===== config.mk =====
export PLATFORM = sky130hd
export DESIGN_NAME = stepper_segment_profile_generator_top
export DESIGN_NICKNAME = d
export VERILOG_FILES = /design/src/sspg_pkg.sv /design/src/sspg_ctrl.sv /design/src/sspg_dp.sv /design/src/stepper_segment_profile_generator_top.sv
export SDC_FILE = /design/constraint.sdc
export NUM_CORES = 1
export LEC_CHECK = 0
export BUFFER_PORTS_ARGS = -buffer_cell sky130_fd_sc_hd__buf_2
export CAP_MARGIN = 40
export CORE_ASPECT_RATIO = 0.8
export CORE_MARGIN = 1.5
export CORE_UTILIZATION = 25
export CTS_BUF_LIST = sky130_fd_sc_hd__clkbuf_4 sky130_fd_sc_hd__clkbuf_8
export CTS_CLUSTER_DIAMETER = 30
export DETAILED_ROUTE_END_ITERATION = 12
export GPL_TIMING_DRIVEN = 0
export PLACE_DENSITY_LB_ADDON = 0.12
export SLEW_MARGIN = 20
export SYNTH_ARGS = -nofsm -noshare
export SYNTH_HDL_FRONTEND = slang
export SYNTH_HIERARCHICAL = 1
export SYNTH_SLANG_ARGS = --single-unit

===== constraint.sdc =====
create_clock -name clk -period 5.5 [get_ports clk]
set_clock_uncertainty 0.2 [all_clocks]
set_input_delay 0.275 -clock clk [delete_from_list [all_inputs] [get_ports clk]]
set_output_delay 0.275 -clock clk [all_outputs]
set_load 0.02 [all_outputs]

===== src/sspg_pkg.sv =====
// shared types, constants and helpers of the stepper segment profile generator
package sspg_pkg;

  localparam int SEG_COUNT = 6;
  localparam int CFG_COUNT = 8;
  localparam logic [15:0] START_PERIOD = 16'd1000;

  localparam logic [2:0] SEG_ACC1  = 3'd0;
  localparam logic [2:0] SEG_ACC2  = 3'd1;
  localparam logic [2:0] SEG_CONST = 3'd2;
  localparam logic [2:0] SEG_BRK1  = 3'd3;
  localparam logic [2:0] SEG_BRK2  = 3'd4;
  localparam logic [2:0] SEG_FINAL = 3'd5;

  localparam logic [2:0] CFG_FINAL_MIN = 3'd0;
  localparam logic [2:0] CFG_CONST_MIN = 3'd1;
  localparam logic [2:0] CFG_OUTER_MAX = 3'd2;
  localparam logic [2:0] CFG_INNER_MAX = 3'd3;
  localparam logic [2:0] CFG_ACC1_DLT  = 3'd4;
  localparam logic [2:0] CFG_ACC2_DLT  = 3'd5;
  localparam logic [2:0] CFG_BRK1_DLT  = 3'd6;
  localparam logic [2:0] CFG_BRK2_DLT  = 3'd7;

  typedef enum logic [3:0] {
    CMD_NONE,
    CMD_CAPTURE,
    CMD_BUILD1,
    CMD_BUILD2,
    CMD_BUILD3,
    CMD_BUILD4,
    CMD_BUILD5,
    CMD_LOAD,
    CMD_TICK,
    CMD_ADVANCE,
    CMD_EMIT
  } cmd_t;

  typedef struct packed {
    logic move_active;
    logic phase;
    logic last_step;
    logic out_free;
  } dp_status_t;

  typedef struct packed {
    logic       found;
    logic [2:0] idx;
  } seg_pick_t;

  // first non-empty segment at or after index from
  function automatic seg_pick_t find_segment(input logic [SEG_COUNT-1:0] mask,
                                             input logic [2:0] from);
    seg_pick_t pick;
    pick.found = 1'b0;
    pick.idx   = SEG_FINAL;
    for (int i = 0; i < SEG_COUNT; i++) begin
      if (!pick.found && (3'(i) >= from) && mask[i]) begin
        pick.found = 1'b1;
        pick.idx   = 3'(i);
      end
    end
    return pick;
  endfunction

endpackage


===== src/sspg_ctrl.sv =====
// sequencing state machine of the stepper segment profile generator
module sspg_ctrl (
  input  logic                clk,
  input  logic                rst,
  input  logic                in_valid,
  input  logic                op,
  input  sspg_pkg::dp_status_t status,
  output logic                in_stall,
  output sspg_pkg::cmd_t      cmd
);
  import sspg_pkg::*;

  typedef enum logic [9:0] {
    S_IDLE    = 10'b00_0000_0001,
    S_BUILD1  = 10'b00_0000_0010,
    S_BUILD2  = 10'b00_0000_0100,
    S_BUILD3  = 10'b00_0000_1000,
    S_BUILD4  = 10'b00_0001_0000,
    S_BUILD5  = 10'b00_0010_0000,
    S_LOAD    = 10'b00_0100_0000,
    S_TICK    = 10'b00_1000_0000,
    S_ADVANCE = 10'b01_0000_0000,
    S_EMIT    = 10'b10_0000_0000
  } state_t;

  state_t state, state_next;

  assign in_stall = (state != S_IDLE);

  always_comb begin
    state_next = state;
    cmd        = CMD_NONE;
    unique case (state)
      S_IDLE: begin
        if (in_valid) begin
          cmd        = CMD_CAPTURE;
          state_next = op ? S_TICK : S_BUILD1;
        end
      end
      S_BUILD1: begin
        cmd        = CMD_BUILD1;
        state_next = S_BUILD2;
      end
      S_BUILD2: begin
        cmd        = CMD_BUILD2;
        state_next = S_BUILD3;
      end
      S_BUILD3: begin
        cmd        = CMD_BUILD3;
        state_next = S_BUILD4;
      end
      S_BUILD4: begin
        cmd        = CMD_BUILD4;
        state_next = S_BUILD5;
      end
      S_BUILD5: begin
        cmd        = CMD_BUILD5;
        state_next = S_LOAD;
      end
      S_LOAD: begin
        cmd        = CMD_LOAD;
        state_next = S_EMIT;
      end
      S_TICK: begin
        cmd = CMD_TICK;
        // falling edge of the last step of a segment needs a segment change
        if (status.move_active && status.phase && status.last_step) begin
          state_next = S_ADVANCE;
        end else begin
          state_next = S_EMIT;
        end
      end
      S_ADVANCE: begin
        cmd        = CMD_ADVANCE;
        state_next = S_EMIT;
      end
      S_EMIT: begin
        if (status.out_free) begin
          cmd        = CMD_EMIT;
          state_next = S_IDLE;
        end
      end
      default: state_next = S_IDLE;
    endcase
  end

  always_ff @(posedge clk) begin
    if (rst) begin
      state <= S_IDLE;
    end else begin
      state <= state_next;
    end
  end

endmodule


===== src/sspg_dp.sv =====
// datapath: config registers, profile build, step counting and result register
module sspg_dp (
  input  logic                 clk,
  input  logic                 rst,
  input  sspg_pkg::cmd_t       cmd,
  input  logic [15:0]          distance,
  input  logic                 cfg_write,
  input  logic [2:0]           cfg_index,
  input  logic [15:0]          cfg_data,
  input  logic                 out_stall,
  output sspg_pkg::dp_status_t status,
  output logic                 out_valid,
  output logic                 step_level,
  output logic [15:0]          period,
  output logic [2:0]           segment,
  output logic                 running,
  output logic                 done_res
);
  import sspg_pkg::*;

  logic [15:0] final_min, const_min, outer_max, inner_max;
  logic [15:0] acc1_dlt, acc2_dlt, brk1_dlt, brk2_dlt;

  logic [15:0] segs [SEG_COUNT];
  logic [2:0]  active_seg;
  logic [15:0] steps_left;
  logic [15:0] period_value;
  logic        pulse_phase;
  logic        move_active;
  logic        done;

  // profile build scratch
  logic [15:0] move_len;
  logic        short_move;
  logic [16:0] rem;
  logic [15:0] outer, inner;
  seg_pick_t   pick;

  logic [SEG_COUNT-1:0] seg_mask;
  seg_pick_t            first_pick, after_pick;
  logic [2:0]           rd_idx;
  logic [15:0]          rd_steps;
  logic [16:0]          limit_sum;
  logic [15:0]          delta;
  logic signed [17:0]   period_sum;
  logic [15:0]          period_sat;
  logic [16:0]          const_len;

  always_comb begin
    for (int i = 0; i < SEG_COUNT; i++) begin
      seg_mask[i] = (segs[i] != 16'd0);
    end
  end

  assign first_pick = find_segment(seg_mask, SEG_ACC1);
  assign after_pick = find_segment(seg_mask, active_seg + 3'd1);
  assign rd_idx     = (cmd == CMD_LOAD) ? first_pick.idx : pick.idx;
  assign rd_steps   = segs[rd_idx];
  assign limit_sum  = {1'b0, final_min} + {1'b0, const_min};
  assign const_len  = {1'b0, const_min} + rem - {inner, 1'b0};

  always_comb begin
    unique case (pick.idx)
      SEG_ACC1: delta = acc1_dlt;
      SEG_ACC2: delta = acc2_dlt;
      SEG_BRK1: delta = brk1_dlt;
      SEG_BRK2: delta = brk2_dlt;
      default:  delta = 16'd0;
    endcase
  end

  always_comb begin
    period_sum = $signed({2'b00, period_value}) + $signed({{2{delta[15]}}, delta});
    if (period_sum < 18'sd1) begin
      period_sat = 16'd1;
    end else if (period_sum > 18'sd65535) begin
      period_sat = 16'hFFFF;
    end else begin
      period_sat = period_sum[15:0];
    end
  end

  assign status.move_active = move_active;
  assign status.phase       = pulse_phase;
  assign status.last_step   = (steps_left <= 16'd1);
  assign status.out_free    = !out_valid || !out_stall;

  always_ff @(posedge clk) begin
    if (rst) begin
      final_min <= '0;
      const_min <= '0;
      outer_max <= '0;
      inner_max <= '0;
      acc1_dlt  <= '0;
      acc2_dlt  <= '0;
      brk1_dlt  <= '0;
      brk2_dlt  <= '0;
    end else if (cfg_write) begin
      unique case (cfg_index)
        CFG_FINAL_MIN: final_min <= cfg_data;
        CFG_CONST_MIN: const_min <= cfg_data;
        CFG_OUTER_MAX: outer_max <= cfg_data;
        CFG_INNER_MAX: inner_max <= cfg_data;
        CFG_ACC1_DLT:  acc1_dlt  <= cfg_data;
        CFG_ACC2_DLT:  acc2_dlt  <= cfg_data;
        CFG_BRK1_DLT:  brk1_dlt  <= cfg_data;
        CFG_BRK2_DLT:  brk2_dlt  <= cfg_data;
        default: ;
      endcase
    end
  end

  // scratch registers, no reset
  always_ff @(posedge clk) begin
    unique case (cmd)
      CMD_CAPTURE: move_len <= distance;
      CMD_BUILD1: begin
        short_move <= ({1'b0, move_len} <= limit_sum);
        rem        <= {1'b0, move_len} - limit_sum;
      end
      CMD_BUILD2: outer <= (rem[16:1] > outer_max) ? outer_max : rem[16:1];
      CMD_BUILD3: rem   <= rem - {outer, 1'b0};
      CMD_BUILD4: inner <= (rem[16:1] > inner_max) ? inner_max : rem[16:1];
      CMD_TICK:   pick  <= after_pick;
      default: ;
    endcase
  end

  always_ff @(posedge clk) begin
    if (rst) begin
      for (int i = 0; i < SEG_COUNT; i++) begin
        segs[i] <= '0;
      end
      active_seg   <= '0;
      steps_left   <= '0;
      period_value <= '0;
      pulse_phase  <= 1'b0;
      move_active  <= 1'b0;
      done         <= 1'b0;
    end else begin
      unique case (cmd)
        CMD_BUILD5: begin
          if (short_move) begin
            for (int i = 0; i < SEG_COUNT; i++) begin
              segs[i] <= '0;
            end
            segs[SEG_CONST] <= move_len;
          end else begin
            segs[SEG_ACC1]  <= outer;
            segs[SEG_BRK2]  <= outer;
            segs[SEG_ACC2]  <= inner;
            segs[SEG_BRK1]  <= inner;
            segs[SEG_FINAL] <= final_min;
            segs[SEG_CONST] <= const_len[15:0];
          end
        end
        CMD_LOAD: begin
          period_value <= START_PERIOD;
          if (first_pick.found) begin
            active_seg  <= first_pick.idx;
            steps_left  <= rd_steps;
            move_active <= 1'b1;
            done        <= 1'b0;
          end else begin
            active_seg  <= SEG_FINAL;
            steps_left  <= '0;
            move_active <= 1'b0;
            done        <= 1'b1;
          end
        end
        CMD_TICK: begin
          done <= 1'b0;
          if (move_active) begin
            pulse_phase <= ~pulse_phase;
            // falling edge completes a step
            if (pulse_phase && (steps_left != 16'd0)) begin
              steps_left <= steps_left - 16'd1;
            end
          end
        end
        CMD_ADVANCE: begin
          if (pick.found) begin
            period_value <= period_sat;
            active_seg   <= pick.idx;
            steps_left   <= rd_steps;
          end else begin
            move_active <= 1'b0;
            done        <= 1'b1;
          end
        end
        default: ;
      endcase
    end
  end

  always_ff @(posedge clk) begin
    if (rst) begin
      out_valid <= 1'b0;
    end else if (cmd == CMD_EMIT) begin
      out_valid <= 1'b1;
    end else if (!out_stall) begin
      out_valid <= 1'b0;
    end
  end

  always_ff @(posedge clk) begin
    if (cmd == CMD_EMIT) begin
      step_level <= pulse_phase;
      period     <= period_value;
      segment    <= active_seg;
      running    <= move_active;
      done_res   <= done;
    end
  end

endmodule


===== src/stepper_segment_profile_generator_top.sv =====
// top level of the stepper segment profile generator
//
// input channel (in_valid / in_stall): op 0 starts a move of distance steps, op 1 is a
// half-period timer tick. every request gives exactly one result on the output channel
// (out_valid / out_stall): step level, period, active segment, running and done flags.
// a start runs from acceptance to the result register in steps: five steps build the
// six segment lengths, one loads the first non-empty segment, one writes the result.
// a tick needs an advance step when it ends a segment and the next segment and the
// saturated period are picked. the sequencer handles one request at a time, so
// in_stall is high from acceptance until the result is registered.
// the result sits in an output register: the next request is taken while it waits,
// and a stalled receiver holds back only the following result.
// config writes (cfg_valid / cfg_ready, cfg_index 0..7, cfg_data) are always ready and
// are meant to happen only while the block is idle.
// synchronous reset clears the config registers, the segment table and the motion state,
// and empties the output register.
module stepper_segment_profile_generator_top (
  input  logic        clk,
  input  logic        rst,
  input  logic        in_valid,
  output logic        in_stall,
  input  logic        op,
  input  logic [15:0] distance,
  output logic        out_valid,
  input  logic        out_stall,
  output logic        step_level,
  output logic [15:0] period,
  output logic [2:0]  segment,
  output logic        running,
  output logic        done_res,
  input  logic        cfg_valid,
  output logic        cfg_ready,
  input  logic [2:0]  cfg_index,
  input  logic [15:0] cfg_data
);
  import sspg_pkg::*;

  cmd_t       cmd;
  dp_status_t status;

  assign cfg_ready = 1'b1;

  sspg_ctrl u_ctrl (
    .clk      (clk),
    .rst      (rst),
    .in_valid (in_valid),
    .op       (op),
    .status   (status),
    .in_stall (in_stall),
    .cmd      (cmd)
  );

  sspg_dp u_dp (
    .clk        (clk),
    .rst        (rst),
    .cmd        (cmd),
    .distance   (distance),
    .cfg_write  (cfg_valid && cfg_ready),
    .cfg_index  (cfg_index),
    .cfg_data   (cfg_data),
    .out_stall  (out_stall),
    .status     (status),
    .out_valid  (out_valid),
    .step_level (step_level),
    .period     (period),
    .segment    (segment),
    .running    (running),
    .done_res   (done_res)
  );

endmodule

## Word-level counts from Yosys, hierarchy flattened

Memories as Yosys holds them, arrays and structs flattened.
Cells that the tools add are included.

| storage, ports and cells | value |
|---|---|
| word-level logic and storage cells | 229 |
| bits in writable memories | 96 |
| memories kept | 1 |
| latch bits | 0 |
| input bits | 41 |
| register bits | 269 |
| output and inout bits | 25 |
| memory bits (read-only) | 0 |

| operators by class | value |
|---|---|
| bitwise logic cells | 14 |
| multiply operators | 0 |
| add/sub/neg operators | 8 |
| div/mod/pow operators | 0 |
| shifts and indexed selects | 0 |
| equal/unequal tests | 38 |
| reductions and logical operators | 60 |
| order comparisons | 12 |
| multiplexer cells | 67 |

Memories:

| name | words | width | read ports | clocked after Yosys merged registers in | write ports | line | text |
|---|---|---|---|---|---|---|---|
| u_dp.segs | 6 | 16 | 7 | 0 | 6 | sspg_dp.sv:24 | `logic [15:0] segs [SEG_COUNT];` |

Operators with widths:

| cell | number |
|---|---|
| $mux 16 | 22 |
| $reduce_bool 16->1 | 7 |
| $pmux 10 s9 | 1 |
| $pmux 16 s4 | 1 |
| $mux 4 | 12 |
| $pmux 16 s3 | 1 |
| $pmux 4 s10 | 1 |
| $pmux 17 s2 | 1 |
| $gt 16x16->1 | 2 |
| $pmux 16 s2 | 1 |
| $mux 10 | 3 |
| $reduce_and 2->1 | 13 |
| $logic_and 1x1->1 | 19 |
| $add 17x16->18 | 1 |
| $gt 18x17->1 const B | 1 |
| $lt 18x2->1 const B | 1 |
| $add 16x16->17 | 1 |
| $le 16x17->1 | 1 |
| $mux 1 | 17 |
| $sub 16x17->17 | 1 |
| $sub 17x17->17 | 1 |
| $add 16x16->16 | 1 |
| $eq 4x3->1 const B | 4 |
| $le 16x1->1 const B | 1 |
| 39 further kinds | 85 |

## Logic depth before layout (Yosys ltp)

Gate-level depths: netlist of run 1.

| depth | value |
|---|---|
| depth in word-level cells | 24 |
| gate-level depth with buffers | 18 |
| mapped depth without buffers | 18 |

## Cells and area by module

The synthesis of run 1 kept the hierarchy.

Modules (own cells, without submodules):

| module | cells an instance | instances | seq. area each (um2) | area each (um2) |
|---|---|---|---|---|
| sspg_dp | 2,064 | 1 | 8,027.7 | 18,594.1 |
| sspg_ctrl | 76 | 1 | 200.2 | 674.4 |
| stepper_segment_profile_generator_top | 2 | 1 | 0.0 | 11.3 |

## Least setup slack after synthesis of run 1

Ideal clock, no wire load.

| timing | value |
|---|---|
| path kind | register to register |
| from | reg u_ctrl.state[1] |
| to | mem u_dp.segs[2][0] (enable) |
| path buffers | 2 |
| required time | 4.836 ns |
| cell stages (with the launch flop) | 9 |
| setup slack | 0.656 ns |
| arrival time | 4.180 ns |
| library setup time | 0.464 ns |
| clock period less this slack | 4.844 ns |
| path through | dfxtp_1 buf_6 nor4_4 nand2_1 or4_1 nand3_1 clkbuf_1 nand2b_1 o21bai_1 |

RTL lines:

| what | line | text |
|---|---|---|
| start: declaration | sspg_ctrl.sv:26 | `state_t state, state_next;` |
| start signal: assignment | sspg_ctrl.sv:91 | `state <= state_next;` |
| end: declaration | sspg_dp.sv:24 |  |

## Worst setup path in the final report of run 1

| timing | value |
|---|---|
| from | reg u_dp/pick[1] (netlist bit) |
| to | reg u_dp.period_value[3] |

| on the way | value |
|---|---|
| word-level cells in the longest chain between the ends | 8 |
| elaborated cells on any way between the ends | 12 |
| classes of those cells | add/sub (1); order compare (2); eq/ne (3); mux (5); reduce/logical (1) |

Ends and longest elaborated chain:

| what | line | text |
|---|---|---|
| start: declaration | sspg_dp.sv:37 | `seg_pick_t pick;` |
| start signal: assignment | sspg_dp.sv:124 | `CMD_TICK: pick <= after_pick;` |
| $eq 3x3->1 (tied with other cells) | sspg_dp.sv:63 | `unique case (pick.idx)` |
| $pmux 16 s4 (*) | sspg_dp.sv:63 |  |
| $add 17x16->18 (*) | sspg_dp.sv:73 | `period_sum = $signed({2'b00, period_value}) + $signed({{2{delta[15]}}, delta});` |
| $gt 18x17->1 | sspg_dp.sv:76 | `end else if (period_sum > 18'sd65535) begin` |
| $mux 16 | sspg_dp.sv:76 |  |
| $mux 16 (*) | sspg_dp.sv:74 | `if (period_sum < 18'sd1) begin` |
| $mux 16 (*) | sspg_dp.sv:182 | `if (pick.found) begin` |
| $pmux 16 s2 (*) | sspg_dp.sv:141 | `unique case (cmd)` |
| end signal: assignment | sspg_dp.sv:183 | `period_value <= period_sat;` |
| end: declaration | sspg_dp.sv:27 | `logic [15:0] period_value;` |

Every way passes the cells marked *; elsewhere a longest branch is shown, timed or not. The select of a mux whose other input is x is not followed.
A chain may end at the register's enable or synchronous reset.

==> results of run 1 <==
-- Yosys cell counts, types with 25 or more instances --
master    count  area share
nand2_1     354       0.069
a21oi_1     235       0.061
dfxtp_1     177        0.18
nor2_1      163       0.032
edfxtp_1    156        0.24
inv_1       126       0.025
ha_1        116       0.075
o21ai_0      72       0.019
mux2i_1      64       0.033
clkbuf_1     63       0.012
nor3_1       42       0.011
and2_1       40       0.013
xnor2_1      37       0.017
nand3_1      36      0.0093
xor2_1       30       0.014
nand2b_1     28      0.0091
a21o_1       26       0.010
nor4_1       26      0.0084
a211oi_1     25      0.0097
-- metrics by stage --
stage	worst slack [ns]	utilization	total power [mW]	hold slack, ns	cell area [µm²]
floorplan	0.6558	-	4.600	0.1445	19280
global placement	-0.6904	0.2737	5.367	0.2201	20780
detailed placement	0.3074	0.2768	5.412	0.2250	21010
CTS	0.2906	0.3110	9.334	0.02578	23600
global route	0.08912	0.3114	9.750	0.04245	23630
finish	0.4769	0.3114	9.242	0.08243	23630
-- cell type report --
class / count / area [µm²] / area share
timing repair buffer: 109 / 894.6 / 0.03785
buffer: 101 / 451.7 / 0.01911
tap: 1012 / 1266 / 0.05358
multi-input combinational: 1581 / 10170 / 0.4302
antenna: 3 / 7.507 / 0.0003177
sequential: 333 / 8228 / 0.3482
clock buffer: 106 / 1384 / 0.05856
inverter: 126 / 473.0 / 0.02001
clock inverter: 62 / 760.7 / 0.03219
-- what timing repair did --
item / CTS / global route
resized for setup: 0 / 2
hold endpoints to repair: 161 / 0
hold buffers: 45 / 0
endpoints found under the setup margin: 0 / 7
-- cell families (layout without fill, tap and decap cells) --
logic type | count (synthesis) | after routing
compound gates | 494 | 494
xor+xnor | 67 | 67
fa+ha+maj | 134 | 134
buf+inv | 228 | 504
flops | 333 | 333
mux | 87 | 87
other cells | 1 | 4
simple gates | 798 | 798
-- registers in the layout, summed over array words and instances (netlist names), 4 cells and up --
signal and flops:
u_dp/rem 17, u_dp/inner 16, u_dp/acc1_dlt 16, u_dp/outer_max 16, u_dp/final_min 16, u_dp/acc2_dlt 16
u_dp/segs 64, u_dp/pick 4, u_dp/inner_max 16, u_dp/steps_left 16, u_dp/brk1_dlt 16, u_ctrl/state 10
u_dp/outer 16, u_dp/period_value 16, u_dp/move_len 16, u_dp/const_min 16, u_dp/period 16, u_dp/brk2_dlt 16
-- worst max path at each step --
stage | startpoint | endpoint | slack (ns) | cells after the start
5_1_grt | u_dp/pick[1] | u_dp/period_value[3] | 0.09 | 17
4_1_cts | u_dp/pick[2] | u_dp/period_value[3] | 0.29 | 15
3_5_place_dp | u_dp/pick[2] | u_dp/period_value[9] | 0.31 | 15
6_report | u_dp/pick[1] | u_dp/period_value[3] | 0.48 | 17
3_3_place_gp | u_ctrl/state[1] | u_dp/segs[2][0] | -0.69 | 8
2_1_floorplan | u_ctrl/state[1] | u_dp/segs[2][0] | 0.66 | 8
-- power groups by stage --
stage | clock, mW | sequential, mW | combinational (mW)
after floorplan | 0 | 2.98 | 1.62
after global placement | 0 | 3.09 | 2.28
after detailed placement | 0 | 3.07 | 2.34
after CTS | 3.92 | 3.03 | 2.39
after global routing | 4.05 | 3.04 | 2.66
final | 3.82 | 3.03 | 2.40
-- critical path, stage by stage (launching register included) --
cell       delay [ns]
edfxtp_1         0.31
clkbuf_1         0.39
nor2b_1          0.30
and2_1           0.17
clkbuf_1         0.24
clkbuf_1         0.39
nand2_1          0.09
o21ai_0          0.19
ha_1             0.40
a21oi_2          0.19
nand2_1          0.08
o21ai_2          0.32
a2bb2oi_2        0.30
mux2i_1          0.25
a211oi_1         0.10
and4bb_1         0.27
a311oi_4         0.52
o221a_1          0.27
-- layer usage --
metal  vias up  share of wire  wire (µm)  global-route usage
li1       7996              -          -                   -
met4         0          0.023       1557             0.05038
met1      7839           0.51      35190              0.2592
met3        92          0.058       3976             0.03729
met5         -              0          0                   0
met2       443           0.41      27870              0.2443
-- layout by cell type (no fill, tap or decap), types with 25 or more instances in the layout --
| cell type | count |
|---|---|
| nand2_1 | 354 |
| a21oi_1 | 235 |
| dfxtp_1 | 177 |
| nor2_1 | 161 |
| edfxtp_1 | 156 |
| inv_1 | 126 |
| ha_1 | 116 |
| clkbuf_8 | 94 |
| o21ai_0 | 72 |
| mux2i_1 | 64 |
| clkbuf_1 | 62 |
| buf_2 | 57 |
| dlygate4sd3_1 | 45 |
| and2_1 | 40 |
| nor3_1 | 39 |
| xnor2_1 | 37 |
| nand3_1 | 36 |
| xor2_1 | 30 |
| nand2b_1 | 28 |
| nor4_1 | 26 |
| a21o_1 | 26 |
| a211oi_1 | 25 |
==> results.py, run 1 <==
metrics = {
    "outcome": {
        "status": "completed",
    },
    "global_routing": {
        "grt-ovfl-total": 0,
        "grt_pass1_wl_mm": 100.7,
        "grt_max_degree": 23,
        "antenna_found_initial": 6,
        "track_usage": 0.1729,
        "grt_pass1_vias": 15980,
    },
    "yosys": {
        "synth_flop_cell": "dfxtp_1",
        "synth_simple_gate_area_share": 0.1940,
        "synthArstFlopShare": 0,
        "ys_ff_latch": 333,
        "synth_top_family_by_area": "simple AND/OR/NAND/NOR gates",
        "synth_warnings": 6,
        "synth_edf_count": 156,
        "synthXorXnorAreaFrac": 0.03044,
        "synth_compound_area_frac": 0.1597,
        "synth-adder-area-share": 0.09397,
        "syn-cell-area_um2": 19280,
        "synth.area.mux_share": 0.04686,
        "synth_cell_type_count": 95,
        "synth_nets": 2317,
        "syn_area_per_cell_um2": 9.001,
        "syn_inst": 2142,
        "synth-seq-area-share": 0.4268,
    },
    "setup_path": {
        "r2r-start": "u_dp/pick[1]",
        "rrSetupSlack_ns": 0.48,
        "start_kind": "register",
        "critPathKind": "register to register",
        "worstPathArrival_ns": 5.46,
        "cp_max_fo": 10,
        "reg2reg_to": "u_dp/period_value[3]",
        "reg2regPathDepth": 17,
        "end_kind": "register",
        "worstPathRequired_ns": 5.94,
    },
    "drt": {
        "ant_nets": 0,
        "drc": 0,
        "routed_wl_mm": 68.60,
        "drt-pass1-iter-count": 6,
        "wl_per_cell_um": 19.98,
        "vias": 16370,
        "via_per_inst": 4.768,
        "drtIter0Drc": 1474,
    },
    "floorplan": {
        "rows": 90,
        "ios": 66,
        "fp.dieArea_um2": 78800,
        "fp.dieH_um": 251.4,
        "initial_core_util": 0.2540,
        "dieWidth_um": 313.5,
        "core_area_um2": 75900,
    },
    "clocking": {
        "cts_setup_buffers": 0,
        "cts_buffers": 90,
        "cts.clk_slew.worst_paths_ns": 0.05,
        "htree_levels": 3,
        "cts.sinks": 333,
        "worst_skew_pair.late_latency_ns": 0.71,
        "cts-root-buf": "clkbuf_8",
        "tritoncts": "done",
        "clockBufferDepth": 3,
    },
    "place": {
        "port_buffers": 46,
        "dp.cells": 3216,
        "dp.final_hpwl_mm": 53.22,
        "place.gp.congestion": 0.8587,
    },
    "sta": {
        "hold_viol": 0,
        "fin_crit_ns": 5.023,
        "slew_violations": 0,
        "relSlewSlack": 0.4435,
        "worst_pin_slew_ns": 0.8284,
        "fmax_ghz": 0.1991,
        "fin_tns_setup_ns": 0,
        "setup_viol": 0,
        "post-route-period-util": 0.9133,
        "rsz0062_at_grt": "no",
    },
    "hold_path": {
        "hold_path.class": "input port to register",
        "hold_start": "distance[1]",
        "holdPathStages": 2,
        "worstHoldEndpoint": "u_dp/move_len[1]",
    },
    "pwr": {
        "p_clk_frac": 0.413,
        "power_density_nw_per_um2": 391.1,
        "seqPwrFrac": 0.328,
        "combPwrFrac": 0.260,
        "switchingPower_mw": 3.079,
        "vdd_drop_max_uv": 167.4,
        "p_sw_frac": 0.3332,
        "internal-power_mw": 6.162,
        "total_leakage_power_nw": 9.076,
    },
    "cells_and_area": {
        "fillers": 8042,
        "stdcell_count": 3433,
        "fin_nets": 2517,
        "drive_gt1_frac": 0.1278,
        "syn2layout_area_growth_pct": 22.58,
    },
    "run": {
        "drv_cap": 0,
    },
}
No activity file was read; power rests on OpenSTA's default activity.
==> run 2: changes to the inputs <==
Settings changed: CTS_BUF_LIST sky130_fd_sc_hd__clkbuf_4 sky130_fd_sc_hd__clkbuf_8 to unset.
==> run 2 against run 1 <==
Worst setup slack better by 0.064 ns. Combinational power about the same. Wire length about the same. Final cell count down 0.29%. Sequential power about the same. Maximum frequency up 1.3%. Largest cell class unchanged. Highest routed layer unchanged.
==> results.py, run 2 (synthesized netlist as in run 1, its figures left out) <==
metrics = {
    "outcome": {
        "status": "completed",
    },
    "sta": {
        "relSlewSlack": 0.4368,
        "post-route-period-util": 0.9017,
        "hold_ws_ns": 0.07202,
        "fmax_ghz": 0.2017,
        "slew_violations": 0,
        "worst_pin_slew_ns": 0.8383,
        "rsz0062_at_grt": "no",
        "hold_viol": 0,
        "fin_ws_ns": 0.5409,
        "fin_crit_ns": 4.959,
        "setup_viol": 0,
    },
    "place": {
        "dp.final_hpwl_mm": 53.22,
        "place.gp.congestion": 0.8587,
        "port_buffers": 46,
        "post-place-ws_ns": 0.3074,
    },
    "setup_path": {
        "worstPathArrival_ns": 5.34,
        "critPathMaxStageDelay_ns": 0.51,
        "end_kind": "register",
        "crit_buf_inv": 3,
        "cp_max_fo": 10,
        "critPathKind": "register to register",
        "worstPathCellList": "clkbuf_1 -> nor2b_1 -> and2_1 -> clkbuf_1 -> clkbuf_1 -> nand2_1 -> o21ai_0 -> ha_1 -> a21oi_2 -> nand2_1 -> o21ai_2 -> a2bb2oi_2 -> mux2i_1 -> a211oi_1 -> and4bb_1 -> a311oi_4 -> o221a_1",
        "critPathTopFamily": "compound AO/OA/AOI/OAI gates",
        "start_kind": "register",
        "slowest_stage": "a311oi_4",
        "worstPathRequired_ns": 5.88,
        "crit_top_cell": "clkbuf_1",
    },
    "cells_and_area": {
        "regArea_um2": 8228,
        "final_common_cell": "nand2_1",
        "syn2layout_area_growth_pct": 27.21,
        "largest_reg_flops": 64,
        "regMostFlops": "u_dp/segs",
        "fin_nets": 2509,
        "layout_common_cells": "nand2_1, a21oi_1, dfxtp_1",
        "multi_input_area_um2": 10170,
        "antennaDiodeCount": 0,
        "fillers": 7956,
        "drive_gt1_frac": 0.1244,
        "top_regs": "u_dp/segs (64), u_dp/rem (17)",
    },
    "clocking": {
        "cts.clk_slew.worst_paths_ns": 0.05,
        "cts_setup_buffers": 0,
        "htree_levels": 3,
        "cts.sinks": 333,
        "worst_skew_pair.late_latency_ns": 0.65,
        "cts_buffers": 90,
        "cts-root-buf": "clkbuf_16",
        "tritoncts": "done",
        "clockBufferDepth": 3,
    },
    "drt": {
        "wl_per_cell_um": 20.04,
        "routed_wl_mm": 68.59,
        "ant_nets": 0,
        "via_per_inst": 4.765,
        "drtIter0Drc": 1460,
        "vias": 16310,
        "drt-pass1-iter-count": 5,
        "drc": 0,
    },
    "floorplan": {
        "fp.dieArea_um2": 78800,
        "core_area_um2": 75900,
        "fp.dieH_um": 251.4,
        "rows": 90,
        "initial_core_util": 0.2540,
        "ios": 66,
        "dieWidth_um": 313.5,
    },
    "pwr": {
        "finalPower_mw": 10.77,
        "power_density_nw_per_um2": 439.3,
        "vdd_drop_max_uv": 275.6,
        "total_leakage_power_nw": 9.458,
    },
    "global_routing": {
        "grt_pass1_vias": 15990,
        "antenna_found_initial": 4,
        "track_usage": 0.1734,
        "grt-ovfl-total": 0,
        "grt_max_degree": 23,
        "grt_pass1_wl_mm": 101.0,
    },
    "hold_path": {
        "hold_path.class": "input port to register",
    },
    "run": {
        "drv_cap": 0,
    },
}
==> run 2: path summary, 6_finish.rpt <==
check / from / end / slack [ns] / depth (start not counted)
setup reg to reg: u_dp/pick[1] / u_dp/period_value[3] / 0.54 / 17
hold / removal: cfg_index[2] / u_dp/acc2_dlt[1] / 0.07 / 5
hold reg to reg: u_dp/done / u_dp/done_res / 0.24 / 0
setup / recovery: u_dp/pick[1] / u_dp/period_value[3] / 0.54 / 17
==> run 2: final cells by class <==
cell class	count	area share
plain buffers	101	0.01842
clock buffers	106	0.09637
clock inverters	63	0.03107
inverters	126	0.01928
multi-input cells	1581	0.4146
flip-flops and latches	333	0.3355
well taps	1012	0.05163
repair buffers	101	0.03316
==> run 2: routing by layer <==
| metal | vias up | part of all wire | global-route usage |
|---|---|---|---|
| li1 | 7987 | - | - |
| met1 | 7810 | 0.51 | 0.2592 |
| met2 | 413 | 0.41 | 0.2456 |
| met3 | 102 | 0.059 | 0.03646 |
| met4 | 0 | 0.024 | 0.05217 |
| met5 | - | 0 | 0 |
==> run 2: tightest hold or removal path: stages <==
cell     delay, ns
buf_2         0.15
nand2_1       0.12
nor2_1        0.14
nand2_1       0.10
a21oi_1       0.05
==> run 2: stage by stage <==
stage / instance area [µm²] / utilization / cells / TNS [ns]
2_1_floorplan: 19280 / - / 2142 / 0
5_1_grt: 24520 / 0.3231 / 3423 / 0
6_report: 24520 / 0.3231 / 3423 / 0
4_1_cts: 24510 / 0.3230 / 3423 / 0
3_5_place_dp: 21010 / 0.2768 / 3216 / 0
3_3_place_gp: 20780 / 0.2737 / 3200 / -33.52
==> run 2: repair_timing <==
item,in CTS,in global routing
endpoints found under the hold margin,152,0
resized for setup,0,2
hold buffers,38,0
endpoints found under the setup margin,0,6
==> run 2: report_power, final <==
group          internal, mW  switching (mW)
Combinational         0.904            1.49
Sequential             2.85           0.182
Clock                  3.65            1.70
==> run 3: changes to the inputs <==
Settings changed: ABC_AREA set to 1.
==> run 3 against run 2 <==
Non-clock buffer count rose by 1. Die area rose by 1.2%. Flip-flop and latch count did not move. Sequential share of layout area fell by 0.19 points. Synthesized cell count rose by 18%. First-iteration DRC count fell by 3.6%. Global-route usage rose by 0.51 points. Count of clock-buffer cells in the layout rose by 3. Final cell count rose by 12%.
==> results.py, run 3 <==
metrics = {
    "outcome": {
        "status": "completed",
    },
    "setup_path": {
        "worstPathRequired_ns": 5.77,
        "start_kind": "register",
        "rrSetupSlack_ns": 1.10,
        "end_kind": "register",
        "critPathKind": "register to register",
        "worstPathArrival_ns": 4.67,
        "cp_max_fo": 10,
    },
    "floorplan": {
        "fp.dieArea_um2": 79750,
        "dieWidth_um": 315.4,
        "rows": 91,
        "fp.dieH_um": 252.9,
        "ios": 66,
        "initial_core_util": 0.2528,
        "core_area_um2": 77200,
    },
    "pwr": {
        "vdd_drop_max_uv": 195.9,
        "finalPower_mw": 8.591,
        "power_density_nw_per_um2": 348.3,
        "total_leakage_power_nw": 10.64,
    },
    "yosys": {
        "synth_compound_area_frac": 0.1468,
        "synth_top_family_by_area": "simple AND/OR/NAND/NOR gates",
        "yosysTopAreaCellShare": 0.2401,
        "syn-cell-area_um2": 19510,
        "syn_inst": 2524,
        "synth_flop_cell": "dfxtp_1",
        "synth-adder-area-share": 0.09284,
        "synth_nets": 2699,
        "syn_area_per_cell_um2": 7.731,
        "synth.area.mux_share": 0,
        "synth_most_common_cell": "nand2_1",
        "ys_ff_latch": 333,
        "synthTopCellsByCount": "nand2_1, inv_1, nor2_1, o21ai_0, a21oi_1",
        "synthArstFlopShare": 0,
        "synth_simple_gate_area_share": 0.2311,
        "synthXorXnorAreaFrac": 0.01706,
        "synth-seq-area-share": 0.4216,
        "synth_area_leaders": "edfxtp_1, dfxtp_1, nand2_1",
        "synth_cell_type_count": 58,
        "synth_largest_area_cell": "edfxtp_1",
        "synth_warnings": 6,
        "synth_edf_count": 156,
    },
    "cells_and_area": {
        "drive_gt1_frac": 0.1088,
        "layout_common_cells": "nand2_1, inv_1, nor2_1",
        "fin_nets": 2899,
        "regMostFlops": "u_dp/segs",
        "multi_input_area_um2": 9548,
        "top_regs": "u_dp/segs (64), u_dp/rem (17)",
        "regArea_um2": 8228,
        "fillers": 8229,
        "final_common_cell": "nand2_1",
        "largest_reg_flops": 64,
        "final_core_util": 0.3195,
        "syn2layout_area_growth_pct": 26.39,
    },
    "drt": {
        "ant_nets": 0,
        "routed_wl_mm": 71.07,
        "drtIter0Drc": 1408,
        "via_per_inst": 4.630,
        "drc": 0,
        "vias": 17670,
        "drt-pass1-iter-count": 6,
        "wl_per_cell_um": 18.62,
    },
    "clocking": {
        "cts.clk_slew.worst_paths_ns": 0.05,
        "clockBufferDepth": 3,
        "cts.sinks": 333,
        "htree_levels": 3,
        "cts_buffers": 85,
        "worst_skew_pair.late_latency_ns": 0.61,
        "tritoncts": "done",
        "cts_resized": 0,
        "cts-root-buf": "clkbuf_16",
    },
    "sta": {
        "hold_ws_ns": 0.05800,
        "fmax_ghz": 0.2271,
        "fin_crit_ns": 4.403,
        "hold_viol": 0,
        "slew_violations": 0,
        "setup_viol": 0,
        "rsz0062_at_grt": "no",
        "fin_tns_setup_ns": 0,
        "worst_pin_slew_ns": 0.8248,
        "relSlewSlack": 0.4501,
        "post-route-period-util": 0.8006,
    },
    "run": {
        "drv_cap": 0,
    },
    "global_routing": {
        "grt-ovfl-total": 0,
        "antenna_found_initial": 1,
        "track_usage": 0.1785,
        "grt_pass1_vias": 17060,
        "grt_pass1_wl_mm": 105.5,
        "grt_max_degree": 33,
    },
    "place": {
        "dp.final_hpwl_mm": 56.57,
        "place.gp.congestion": 0.8533,
        "port_buffers": 63,
    },
    "hold_path": {
        "hold_path.class": "input port to register",
    },
}
[run 3: changes by cell type after synthesis, sizes merged, moves of 24 or more]
cell / previous run / this run
o21ai: 94 / 270
nor2: 165 / 336
a21oi: 239 / 204
and2: 40 / 2
nand2b: 28 / 0
mux2i: 64 / 0
nand2: 354 / 443
nor2b: 24 / 0
nand3: 37 / 142
inv: 126 / 356
[run 3: final cells by class]
cell class | instances | area share
inverters | 360 | 0.05499
clock inverters | 47 | 0.02359
plain buffers | 90 | 0.01644
multi-input cells | 1741 | 0.3871
diodes | 1 | 0.0001015
repair buffers | 113 | 0.03399
flip-flops and latches | 333 | 0.3336
well taps | 1023 | 0.05190
clock buffers | 109 | 0.09826
[run 3: repair_timing]
item,CTS,global route
setup buffers,0,0
hold endpoints to repair,142,0
hold buffers,42,0
[run 3: power breakdown]
part	internal, mW	switching (mW)	total [mW]
Combinational	0.242	0.475	0.717
Sequential	2.68	0.0553	2.74
Clock	3.61	1.53	5.14
[run 3: worst max-delay path: stages (launching register included)]
cell and delay [ns]:
edfxtp_1 0.53, buf_6 0.23, inv_1 0.18, nand3_1 0.27
o2111ai_1 0.52, ha_1 0.32, inv_1 0.07, fa_1 0.40
inv_1 0.12, nand3_1 0.10, nand2_1 0.16, nand2_1 0.07
nand2_1 0.10, xnor2_1 0.18, nand3_1 0.13, nor2_1 0.20
nand4_4 0.16, buf_6 0.19, nand4_1 0.09, a21oi_1 0.07
[run 3: final timing paths]
check | startpoint | to | cells after the start
setup / recovery | u_dp/pick[2] | u_dp/period_value[11] | 19
hold / removal | cfg_valid | u_dp/inner_max[0] | 7
setup reg to reg | u_dp/pick[2] | u_dp/period_value[11] | 19
hold reg to reg | u_dp/done | u_dp/done_res | 0
[run 3: kinds of logic (layout without fill, tap and decap cells)]
kind of cell | after synthesis | after routing
xor gates and xnor gates | 38 | 38
buffers and inverters | 450 | 719
other | 1 | 2
adders and majority gates | 134 | 134
and+or+nand+nor | 1031 | 1031
DFF | 333 | 333
AOI/OAI and AO/OA | 537 | 537
[run 3: per-layer routing]
metal / routed length, µm / global-route usage / up-vias
met3: 4005 / 0.03554 / 96
met5: 0 / 0 / -
met2: 29250 / 0.2591 / 471
met4: 1729 / 0.05496 / 0
li1: - / - / 8843
met1: 36080 / 0.2625 / 8262
[run 3: per-stage QoR]
stage,instances,setup WS [ns],instance area [µm²]
finish,3817,1.097,24660
CTS,3816,1.088,24660
floorplan,2524,2.269,19510
detailed placement,3618,1.102,21240
global placement,3610,0.8851,21110
global route,3816,0.7694,24660
